**config.mk**
```make
export PLATFORM = sky130hd
export DESIGN_NAME = bsa_ctrl
export DESIGN_NICKNAME = d
export VERILOG_FILES = /design/src/rtl/bsa_pkg.sv /design/src/rtl/bsa_ctrl.sv
export SDC_FILE = /design/constraint.sdc
export NUM_CORES = 1
export LEC_CHECK = 0
export BUFFER_PORTS_ARGS = -buffer_cell sky130_fd_sc_hd__buf_4
export CAP_MARGIN = 30
export CORE_AREA = 2 2 39 41
export CTS_CLUSTER_DIAMETER = 150
export DETAILED_ROUTE_END_ITERATION = 10
export DIE_AREA = 0 0 41 43
export GPL_ROUTABILITY_DRIVEN = 0
export SKIP_CTS_REPAIR_TIMING = 1
export SYNTH_ARGS = -nofsm -noshare
export SYNTH_HDL_FRONTEND = slang
export SYNTH_SLANG_ARGS = --single-unit
```
**constraint.sdc**
```tcl
create_clock -name clk -period 1.3 [get_ports clk]
set_clock_uncertainty 0.2 [all_clocks]
set_input_delay 0.13 -clock clk [delete_from_list [all_inputs] [get_ports clk]]
set_output_delay 0.13 -clock clk [all_outputs]
set_load 0.05 [all_outputs]
```
**src/rtl/bsa_pkg.sv**
```systemverilog
package bsa_pkg;

    // Map geometry
    localparam int MAX_SLOTS = 1024;
    localparam int WORD_BITS = 64;
    localparam int BIT_W     = $clog2(WORD_BITS);
    localparam int NUM_WORDS = (MAX_SLOTS + WORD_BITS - 1) / WORD_BITS;
    localparam int WIDX_W    = $clog2(NUM_WORDS);
    localparam int SLOT_W    = 10;
    localparam int CNT_W     = 11;

    // Request kinds
    typedef enum logic [1:0] {
        OP_ALLOC      = 2'd0,
        OP_ALLOC_PAIR = 2'd1,
        OP_FREE       = 2'd2,
        OP_QUERY      = 2'd3
    } op_t;

    // Result status codes
    typedef enum logic [1:0] {
        ST_OK          = 2'd0,
        ST_NO_SPACE    = 2'd1,
        ST_RANGE       = 2'd2,
        ST_DOUBLE_FREE = 2'd3
    } status_t;

    // Controller states
    typedef enum logic [1:0] {
        S_IDLE,
        S_SCAN,
        S_ACCESS,
        S_DONE
    } state_t;

    // Controller to datapath
    typedef struct packed {
        logic load;      // latch request beat
        logic scan;      // evaluate one map word
        logic access;    // free or query one slot
        logic out_load;  // move result into output register
    } bsa_cmd_t;

    // Datapath to controller
    typedef struct packed {
        logic scan_hit;
        logic scan_last;
        logic out_free;
    } bsa_stat_t;

    // Index of the lowest set bit (don't care for zero)
    function automatic logic [BIT_W-1:0] ffs_word(input logic [WORD_BITS-1:0] v);
        logic [WORD_BITS-1:0] one;
        logic [BIT_W-1:0]     pos;
        one = v & (~v + {{(WORD_BITS-1){1'b0}}, 1'b1});
        pos = '0;
        for (int i = 0; i < WORD_BITS; i++)
        begin
            if (one[i])
            begin
                pos = pos | BIT_W'(i);
            end
        end
        return pos;
    endfunction

    // Free bits of map word w right after (re)initialization for sc slots
    function automatic logic [WORD_BITS-1:0] init_word(input logic [WIDX_W-1:0] w,
                                                       input logic [CNT_W-1:0]  sc);
        logic [CNT_W-BIT_W-1:0] full;
        logic [BIT_W-1:0]       rem;
        logic [WORD_BITS-1:0]   word;
        full = sc[CNT_W-1:BIT_W];
        rem  = sc[BIT_W-1:0];
        if ((CNT_W-BIT_W)'(w) < full)
        begin
            word = '1;
        end
        else if ((CNT_W-BIT_W)'(w) == full && rem != '0)
        begin
            word = ~({WORD_BITS{1'b1}} << rem);
        end
        else
        begin
            word = '0;
        end
        return word;
    endfunction

endpackage

```
**src/rtl/bsa_ctrl.sv**
```systemverilog
module bsa_ctrl (
    input  logic              clk,
    input  logic              rst_n,
    input  logic              in_valid,
    input  logic              in_is_alloc,
    input  bsa_pkg::bsa_stat_t stat,
    output logic              in_ready,
    output bsa_pkg::bsa_cmd_t  cmd
);
    import bsa_pkg::*;

    state_t state_reg;
    state_t state_next;

    // State register
    always_ff @(posedge clk or negedge rst_n)
    begin
        if (!rst_n)
        begin
            state_reg <= S_IDLE;
        end
        else
        begin
            state_reg <= state_next;
        end
    end

    // Next state and commands
    always_comb
    begin
        state_next = state_reg;
        in_ready   = 1'b0;
        cmd        = '0;
        unique case (state_reg)
            S_IDLE:
            begin
                in_ready = 1'b1;
                if (in_valid)
                begin
                    cmd.load   = 1'b1;
                    state_next = in_is_alloc ? S_SCAN : S_ACCESS;
                end
            end
            S_SCAN:
            begin
                cmd.scan = 1'b1;
                if (stat.scan_hit || stat.scan_last)
                begin
                    state_next = S_DONE;
                end
            end
            S_ACCESS:
            begin
                cmd.access = 1'b1;
                state_next = S_DONE;
            end
            S_DONE:
            begin
                if (stat.out_free)
                begin
                    cmd.out_load = 1'b1;
                    state_next   = S_IDLE;
                end
            end
            default:
            begin
                state_next = S_IDLE;
            end
        endcase
    end

endmodule

```
==> summary.md, run 1 <==
| Metric | Value |
|---|---|
| Status | finished with violations |
| Failing checks | negative setup slack |
| First-pass GRT wire length | 662 um |
| Vias in the first global route | 178 |
| CTS tree | built |
| Sw Ratio | 45.19% |
| Peak Freq | 0.6583 GHz |
| Leading area contributor after synthesis | dfrtp_1 |
| Mapped Cells | 19 |
| CP startpoint | state_reg[1] |
| Final #Nets | 52 |
| Final instance area | 439.2 sq um |
| Overall power | 1260 uW |
| GRT overflow | 0 |
| Reg clk slew, reported paths | 0.03 ns |
| Worst Setup End Kind | output port |
| Fraction of layout cells with a size suffix above 1 | 69.23% |
| Count leader, synth | ha_1 |
| Clk buf depth | 2 |
| Reg2Reg Depth | 4 |
| Total CTS buffers | 3 |
| RSZ-0062 raised after global routing | yes |
| CP max FO | 3 |
| Synth cell count leaders | ha_1 (4), mux2i_1 (3), dfrtp_1 (2), inv_1 (2) |
| DR WL/cell | 8.036 um |
| LEAKAGE | 0.0002115 uW |
| Post-synth EDFFs | 0 |
| Syn Area/Cell | 10.54 sq um |
| Netlist cell types | 12 |
| Area grow syn2layout | 119.4% |
| CTS Sinks | 2 |
| CP Data Required Time | 0.97 ns |
| Worst-margin pin slew | 0.2436 ns |
| Chip width | 41 um |
| Final hold violations | 0 |
| HP Class | in2async |
| R2r startpoint | state_reg[0] |
| P_int | 690.8 uW |
| Layout Utilization | 31.74% |
| Placed Cells incl. Taps | 50 |
| Top post-synthesis cells by area | dfrtp_1 (25%), ha_1 (25%), mux2i_1 (15%) |
| DRC violations left | 0 |
| DRT Wirelength | 442 um |
| Post-placement cell area | 347.8 sq um |
| Pin count of the biggest net entering global routing | 5 |
| Flip-flop count of the largest register after layout | 2 |
| Seq/Total Area, Yosys | 25.00% |
| Ys async rst share | 100.0% |
| # rows | 14 |
| Crit start category | flip-flop |
| Dominant synthesized flop cell | dfrtp_1 |
| Detailed Route Iter0 Violations | 2 |
| Synth Net Count | 30 |
| Synth warn | 0 |
| Setup-failing EPs final | 7 |
| Die Ht | 43 um |
| Max IR drop VDD | 679.4 uV |
| Root Buffer | clkbuf_4 |
| Cell Pwr Density | 2870 nW/um^2 |
| H-tree depth | 1 |
| Fillers | 148 |
| RR Endpoint | state_reg[0] |
| Drt first pass iters | 2 |
| Comb pwr share | 78.7% |
| Initial Util | 14.47% |
| ANT nets after route | 0 |
| Antenna violations before repair | 0 |
| NetSw | 569.5 uW |
| Mean number of vias per cell | 3.600 |
| Clk_lat worst skew | 0.22 ns |
| Relative slew slack | 83.76% |
| PortBufs | 11 |
| IO Count | 12 |
| Mapped cell area | 200.2 sq um |
| Crit path kind | reg2out |
| Final worst slack | -0.2190 ns |
| Top-area cell type share of the netlist area | 25.00% |
| Clock network power share | 10.7% |
| # diodes | 0 |
| Die area | 1763 sq um |
| Max cap viols | 0 |
| Worst setup path end | cmd[2] |
| CP Data Arrival Time | 1.19 ns |
| Slew Viols, Final | 0 |
| Yosys reg bits | 2 |
| Final min period | 1.519 ns |
| TNS Setup | -1.225 ns |
| GRT Resource Usage Total | 6.131% |
| Final cell count without fillers | 55 |
| Seq pwr share | 10.7% |
| Core area | 1384 sq um |
| FF-to-FF setup slack | -0.18 ns |
| DR vias | 198 |
| Final Cycle Share | 116.8% |
==> layout by cell type, fill, tap and decap left out, drive strengths merged <==
| master | netlist | layout |
|---|---|---|
| a221oi | 1 | 1 |
| and2 | 2 | 2 |
| buf | 0 | 16 |
| clkbuf | 0 | 3 |
| dfrtp | 2 | 2 |
| dlygate4sd3 | 0 | 1 |
| ha | 4 | 4 |
| inv | 3 | 3 |
| mux2i | 3 | 3 |
| nand2 | 1 | 1 |
| nor2 | 1 | 1 |
| nor2b | 1 | 1 |
| o21ai | 1 | 1 |
==> per-layer routing <==
metal  GRT usage [%]  vias to the layer above  wire (um)
li1                -                      103          -
met1           6.129                       86        172
met2           7.500                        9        224
met3           4.712                        0         45
met4           6.000                        0          0
met5               0                        -          0
==> power by group through the flow <==
| stage | sequential [uW] | combinational (uW) | clock, uW |
|---|---|---|---|
| 2_1_floorplan | 122 | 592 | 0 |
| 3_3_place_gp | 132 | 811 | 0 |
| 3_5_place_dp | 131 | 820 | 0 |
| 4_1_cts | 130 | 823 | 145 |
| 5_1_grt | 136 | 1070 | 159 |
| 6_report | 135 | 991 | 134 |
==> cell type report <==
class | count | area [sq um] | area share [%]
Sequential cell | 2 | 50.05 | 11.40
Multi-Input combinational cell | 14 | 167.7 | 38.18
Clock buffer | 3 | 22.52 | 5.128
Tap cell | 16 | 20.02 | 4.558
Inverter | 3 | 11.26 | 2.564
Timing Repair Buffer | 17 | 167.7 | 38.18
==> how the worst min path moves through the flow <==
stage | end | slack, ns
3_3_place_gp | state_reg[0] | -0.28
6_report | state_reg[1] | 0.03
5_1_grt | state_reg[0] | 0.03
4_1_cts | state_reg[0] | -0.53
2_1_floorplan | state_reg[0] | -0.37
3_5_place_dp | state_reg[0] | -0.29
==> logic make-up (layout without fill, tap and decap cells) <==
family / Yosys count / after routing / share of synthesized area (%)
and+or+nand+nor: 5 / 5 / 13.75
adders and majority gates: 4 / 4 / 25.00
muxes: 3 / 3 / 15.00
buffers and inverters: 3 / 23 / 5.625
AOI/OAI and AO/OA: 2 / 2 / 15.63
DFF: 2 / 2 / 25.00
==> through the flow <==
step | hold slack, ns | setup WS, ns
after global routing | 0.02559 | -0.2664
after detailed placement | -0.2859 | -0.1855
after global placement | -0.2845 | -0.1836
after CTS | -0.5261 | -0.3249
after floorplan | -0.3656 | -0.1789
final | 0.02686 | -0.2190
==> critical path: stages (launching register included) <==
cell and delay, ns:
dfrtp_1 0.40, inv_2 0.11, ha_2 0.21, buf_4 0.11, buf_6 0.14
Note: power is estimated with default switching activity, not from simulation.
==> inputs of run 2 (changes only) <==
--- a/config.mk
+++ b/config.mk
@@ -11,8 +11,9 @@
 export CTS_CLUSTER_DIAMETER = 150
 export DETAILED_ROUTE_END_ITERATION = 10
 export DIE_AREA = 0 0 41 43
-export GPL_ROUTABILITY_DRIVEN = 0
+export RECOVER_POWER = 50
 export SKIP_CTS_REPAIR_TIMING = 1
+export SLEW_MARGIN = 20
 export SYNTH_ARGS = -nofsm -noshare
 export SYNTH_HDL_FRONTEND = slang
 export SYNTH_SLANG_ARGS = --single-unit
==> run 2 against run 1 <==
Compared with the run above: the flow still finishes with violations (negative setup slack); utilization fell by 0.27 points; fmax did not move; first-iteration DRC count did not move; die area did not move; wire length fell by 0.23%; sequential power barely moved; combinational power barely moved.
==> summary.md, run 2 (same netlist as run 1, synthesis figures left out) <==
| Metric | Value |
|---|---|
| Status | finished with violations |
| Failing checks | negative setup slack |
| Max cap viols | 0 |
| Buf+Inv Stages, Crit Path | 3 |
| Most common cell after layout, fill and taps aside | buf_4 |
| Layout Utilization | 31.46% |
| Final hold violations | 0 |
| CTS Sinks | 2 |
| Core area | 1384 sq um |
| Final instance area | 435.4 sq um |
| Seq pwr share | 10.7% |
| ANT nets after route | 0 |
| Worst-margin pin slew | 0.2436 ns |
| Max IR drop VDD | 674.4 uV |
| GRT Resource Usage Total | 6.131% |
| Final Cycle Share | 116.8% |
| Overall power | 1259 uW |
| Crit-path max cell delay | 0.40 ns |
| PortBufs | 11 |
| Reg2Reg Depth | 4 |
| Setup-failing EPs final | 7 |
| Clk buf depth | 2 |
| Final worst slack | -0.2190 ns |
| Final #Nets | 52 |
| Worst Setup End Kind | output port |
| RSZ-0062 raised after global routing | yes |
| HP Class | in2async |
| LEAKAGE | 0.0002078 uW |
| NetSw | 569.6 uW |
| Detailed Route Iter0 Violations | 2 |
| Crit path kind | reg2out |
| CTS tree | built |
| DR WL/cell | 8.018 um |
| Cell-by-cell trace of the critical path | inv_2 -> ha_2 -> buf_4 -> buf_6 |
| Reg clk slew, reported paths | 0.03 ns |
| Area grow syn2layout | 117.5% |
| IO Count | 12 |
| Post-placement cell area | 347.8 sq um |
| CP startpoint | state_reg[1] |
| CP Data Arrival Time | 1.19 ns |
| Flip-flop count of the largest register after layout | 2 |
| Cell Pwr Density | 2892 nW/um^2 |
| Routability cong. | 0.6447 |
| Slew Viols, Final | 0 |
| Final min period | 1.519 ns |
| Crit start category | flip-flop |
| CP max FO | 3 |
| Clk_lat worst skew | 0.22 ns |
| Die Ht | 43 um |
| Crit-path slowest cell | dfrtp_1 |
| Drt first pass iters | 2 |
| Mean number of vias per cell | 3.600 |
| P_int | 689.6 uW |
| DRT Wirelength | 441 um |
| Initial Util | 14.47% |
| Vias in the first global route | 178 |
| Fraction of layout cells with a size suffix above 1 | 66.67% |
| DRC violations left | 0 |
| Peak Freq | 0.6583 GHz |
| Placed Cells incl. Taps | 50 |
| Sw Ratio | 45.24% |
| Chip width | 41 um |
| Pin count of the biggest net entering global routing | 5 |
| Clock network power share | 10.7% |
| Total CTS buffers | 3 |
| Crit-path leading delay family | flip-flops |
| Comb pwr share | 78.6% |
| Root Buffer | clkbuf_4 |
| Final cell count without fillers | 55 |
| First-pass GRT wire length | 662 um |
| Relative slew slack | 83.76% |
| CP Data Required Time | 0.97 ns |
| DR vias | 198 |
| CP Depth | 4 |
| Die area | 1763 sq um |
| Most frequent cells in the layout | buf_4 (8), buf_6 (4) |
| # rows | 14 |
| Antenna violations before repair | 0 |
| H-tree depth | 1 |
| R2r startpoint | state_reg[0] |
| Worst Hold Slack | 0.02426 ns |
| # diodes | 0 |
| GRT overflow | 0 |
run 2: cell types whose count changed in the layout (fill, tap and decap cells not counted):
cell and change:
clkbuf_1 +1, buf_4 -1
run 2: routing by layer:
metal | vias to the layer above | part of all wire (%) | global-route usage, %
met1 | 86 | 39 | 6.129
li1 | 103 | - | -
met2 | 9 | 51 | 7.500
met3 | 0 | 10 | 4.712
met4 | 0 | 0 | 6.000
met5 | - | 0 | 0
run 2: layout make-up:
cell class,count,area [sq um]
fill,148,948.4
multi-input combinational,14,167.7
timing repair buffer,17,163.9
sequential,2,50.05
clock buffer,3,22.52
tap,16,20.02
inverter,3,11.26
run 2: worst paths after layout:
kind                            slack, ns      endpoint
worst min register to register       0.43  state_reg[1]
max in group asynchronous            0.75  state_reg[1]
min in group clk                     0.03  state_reg[1]
worst max register to register      -0.18  state_reg[0]
worst max-delay path                -0.22        cmd[2]
worst min-delay path                 0.02  state_reg[0]
run 2: power by group through the flow:
stage	registers [uW]	clock network (uW)	logic, uW
final	135	135	990
after global routing	136	159	1070
after CTS	130	145	823
after detailed placement	131	0	820
after global placement	132	0	811
after floorplan	122	0	592
run 2: through the flow:
step           setup slack (ns)  setup TNS, ns
2_1_floorplan           -0.1789        -0.5227
3_3_place_gp            -0.1836        -0.5291
3_5_place_dp            -0.1855        -0.5574
4_1_cts                 -0.3249         -1.731
5_1_grt                 -0.2664         -1.661
6_report                -0.2190         -1.226
==> inputs of run 3 (changes only) <==
--- a/config.mk
+++ b/config.mk
@@ -5,14 +5,14 @@
 export SDC_FILE = /design/constraint.sdc
 export NUM_CORES = 1
 export LEC_CHECK = 0
-export BUFFER_PORTS_ARGS = -buffer_cell sky130_fd_sc_hd__buf_4
 export CAP_MARGIN = 30
 export CORE_AREA = 2 2 39 41
 export CTS_CLUSTER_DIAMETER = 150
 export DETAILED_ROUTE_END_ITERATION = 10
 export DIE_AREA = 0 0 41 43
+export DONT_BUFFER_PORTS = 1
+export GPL_ROUTABILITY_DRIVEN = 0
 export RECOVER_POWER = 50
-export SKIP_CTS_REPAIR_TIMING = 1
 export SLEW_MARGIN = 20
 export SYNTH_ARGS = -nofsm -noshare
 export SYNTH_HDL_FRONTEND = slang
==> run 3 against run 2 <==
Compared with the run above: the run ends with negative hold slack, negative setup slack left; critical path type is now reg2reg; fmax is 1.2% higher; largest power group unchanged; clock-buffer cell count stayed put; flip-flop and latch count stayed put; sequential share of layout area is 0.17 points higher; clock power hardly changed.
==> summary.md, run 3 (same netlist as run 1, synthesis figures left out) <==
| Metric | Value |
|---|---|
| CTS tree | built |
| Pin count of the biggest net entering global routing | 5 |
| P_int | 737.0 uW |
| Met3 usage | 3.141% |
| NetSw | 578.7 uW |
| DR vias | 188 |
| CP max FO | 3 |
| IO Count | 12 |
| LEAKAGE | 0.0001913 uW |
| Final worst slack | -0.2017 ns |
| Detailed Route Iter0 Violations | 2 |
| CP Data Arrival Time | 1.43 ns |
| Final min period | 1.502 ns |
| DRT Wirelength | 427 um |
| Layout Utilization | 31.01% |
| Overall power | 1316 uW |
| M2 GR Usage | 9.063% |
| Comb pwr share | 79.8% |
| CP Data Required Time | 1.23 ns |
| Final instance area | 429.2 sq um |
| Placed Cells incl. Taps | 43 |
| H-tree depth | 1 |
| RSZ-0062 raised after global routing | yes |
| Sw Ratio | 43.98% |
| Total CTS buffers | 3 |
| Area grow syn2layout | 114.4% |
| Final Cycle Share | 115.5% |
| CTS Sinks | 2 |
| Core area | 1384 sq um |
| TNS Setup | -1.013 ns |
| # diodes | 0 |
| FF-to-FF setup slack | -0.20 ns |
| Crit path kind | reg2reg |
| Failing checks | negative hold slack, negative setup slack |
| GRT overflow | 0 |
| Worst hold start | in_valid |
| Worst Hold Slack | -0.008838 ns |
| Peak Freq | 0.6659 GHz |
| Flip-flop count of the largest register after layout | 2 |
| Antenna violations before repair | 0 |
| First-pass GRT wire length | 710 um |
| Cell Pwr Density | 3066 nW/um^2 |
| HP Class | in2reg |
| Hpwl dp | 367 um |
| Slew Viols, Final | 0 |
| Most frequent cells in the layout | inv_2 (3), mux2i_1 (3), clkbuf_4 (3), dlygate4sd3_1 (3), buf_4 (3) |
| Relative slew slack | 83.26% |
| Crit start category | flip-flop |
| Setup-failing EPs final | 7 |
| GRT Max-Usage Layer | met2 |
| Max IR drop VDD | 910.5 uV |
| Post-placement cell area | 320.3 sq um |
| PortBufs | 0 |
| Met1 Use GR | 6.109% |
| GRT Resource Usage Total | 6.627% |
| Worst Setup End Kind | flip-flop |
| Final cell count without fillers | 50 |
| Vias in the first global route | 202 |
| Final hold violations | 1 |
| RR Endpoint | state_reg[0] |
| Fillers | 151 |
| Reg2Reg Depth | 4 |
| Worst-margin pin slew | 0.2511 ns |
| Seq pwr share | 10.0% |
| Final #Nets | 47 |
| Die Ht | 43 um |
| ANT nets after route | 0 |
| Clk_lat worst skew | 0.22 ns |
| Mean number of vias per cell | 3.760 |
| Fraction of layout cells with a size suffix above 1 | 67.65% |
| Clk buf depth | 2 |
| Reg clk slew, reported paths | 0.03 ns |
| R2r startpoint | state_reg[1] |
| Clock network power share | 10.2% |
| DRC violations left | 0 |
| Root Buffer | clkbuf_4 |
| DR WL/cell | 8.540 um |
| Worst Hold End | state_reg[1] |
| Max cap viols | 0 |
| Status | finished with violations |
| Hold Crit Depth | 3 |
| Drt first pass iters | 2 |
| Chip width | 41 um |
| # rows | 14 |
| Initial Util | 14.47% |
| Die area | 1763 sq um |
==> run 3: power groups by stage <==
stage	clock network [uW]	logic [uW]	registers, uW
after floorplan	0	592	122
after global placement	0	869	127
after detailed placement	0	885	127
after CTS	145	1050	133
after global routing	153	1140	136
final	134	1050	132
==> run 3: stage by stage <==
stage	hold WS [ns]	worst slack [ns]
6_report	-0.008838	-0.2017
3_3_place_gp	-0.3655	-0.2076
5_1_grt	0.01115	-0.2923
2_1_floorplan	-0.3656	-0.1789
4_1_cts	-0.01497	-0.2075
3_5_place_dp	-0.3655	-0.2454
==> run 3: repair_timing <==
| action | 4_1_cts | 5_1_grt |
|---|---|---|
| gates resized for setup | 14 | 1 |
| hold buffers | 3 | 0 |
| pin swaps | 3 | 0 |
| setup buffers | 1 | 0 |
| setup endpoints to repair | 7 | 7 |
| endpoints found under the hold margin | 4 | 0 |
==> run 3: area by class of cell <==
class                           count  area, sq um  area share (%)
Timing Repair Buffer               12        145.1           33.82
Tap cell                           16        20.02           4.665
Multi-Input combinational cell     14        180.2           41.98
Clock buffer                        3        22.52           5.248
Inverter                            3        11.26           2.624
Sequential cell                     2        50.05           11.66
==> run 3: worst max-delay path, stage by stage (launching register included) <==
cell	delay [ns]
dfrtp_1	0.39
ha_2	0.20
nor2b_4	0.13
a221oi_4	0.22
mux2i_1	0.27
==> run 3: how the worst max path moves through the flow <==
stage,start,to,slack [ns],depth (start not counted)
2_1_floorplan,state_reg[1],state_reg[0],-0.18,4
3_3_place_gp,state_reg[0],state_reg[1],-0.21,4
3_5_place_dp,state_reg[0],state_reg[0],-0.25,4
4_1_cts,state_reg[1],state_reg[0],-0.21,4
5_1_grt,state_reg[0],state_reg[0],-0.29,4
6_report,state_reg[1],state_reg[0],-0.20,4
==> run 3: metal layers <==
| layer | vias up | part of all wire, % |
|---|---|---|
| li1 | 93 | - |
| met1 | 86 | 35 |
| met2 | 9 | 55 |
| met3 | 0 | 9.6 |
| met4 | 0 | 0 |
| met5 | - | 0 |
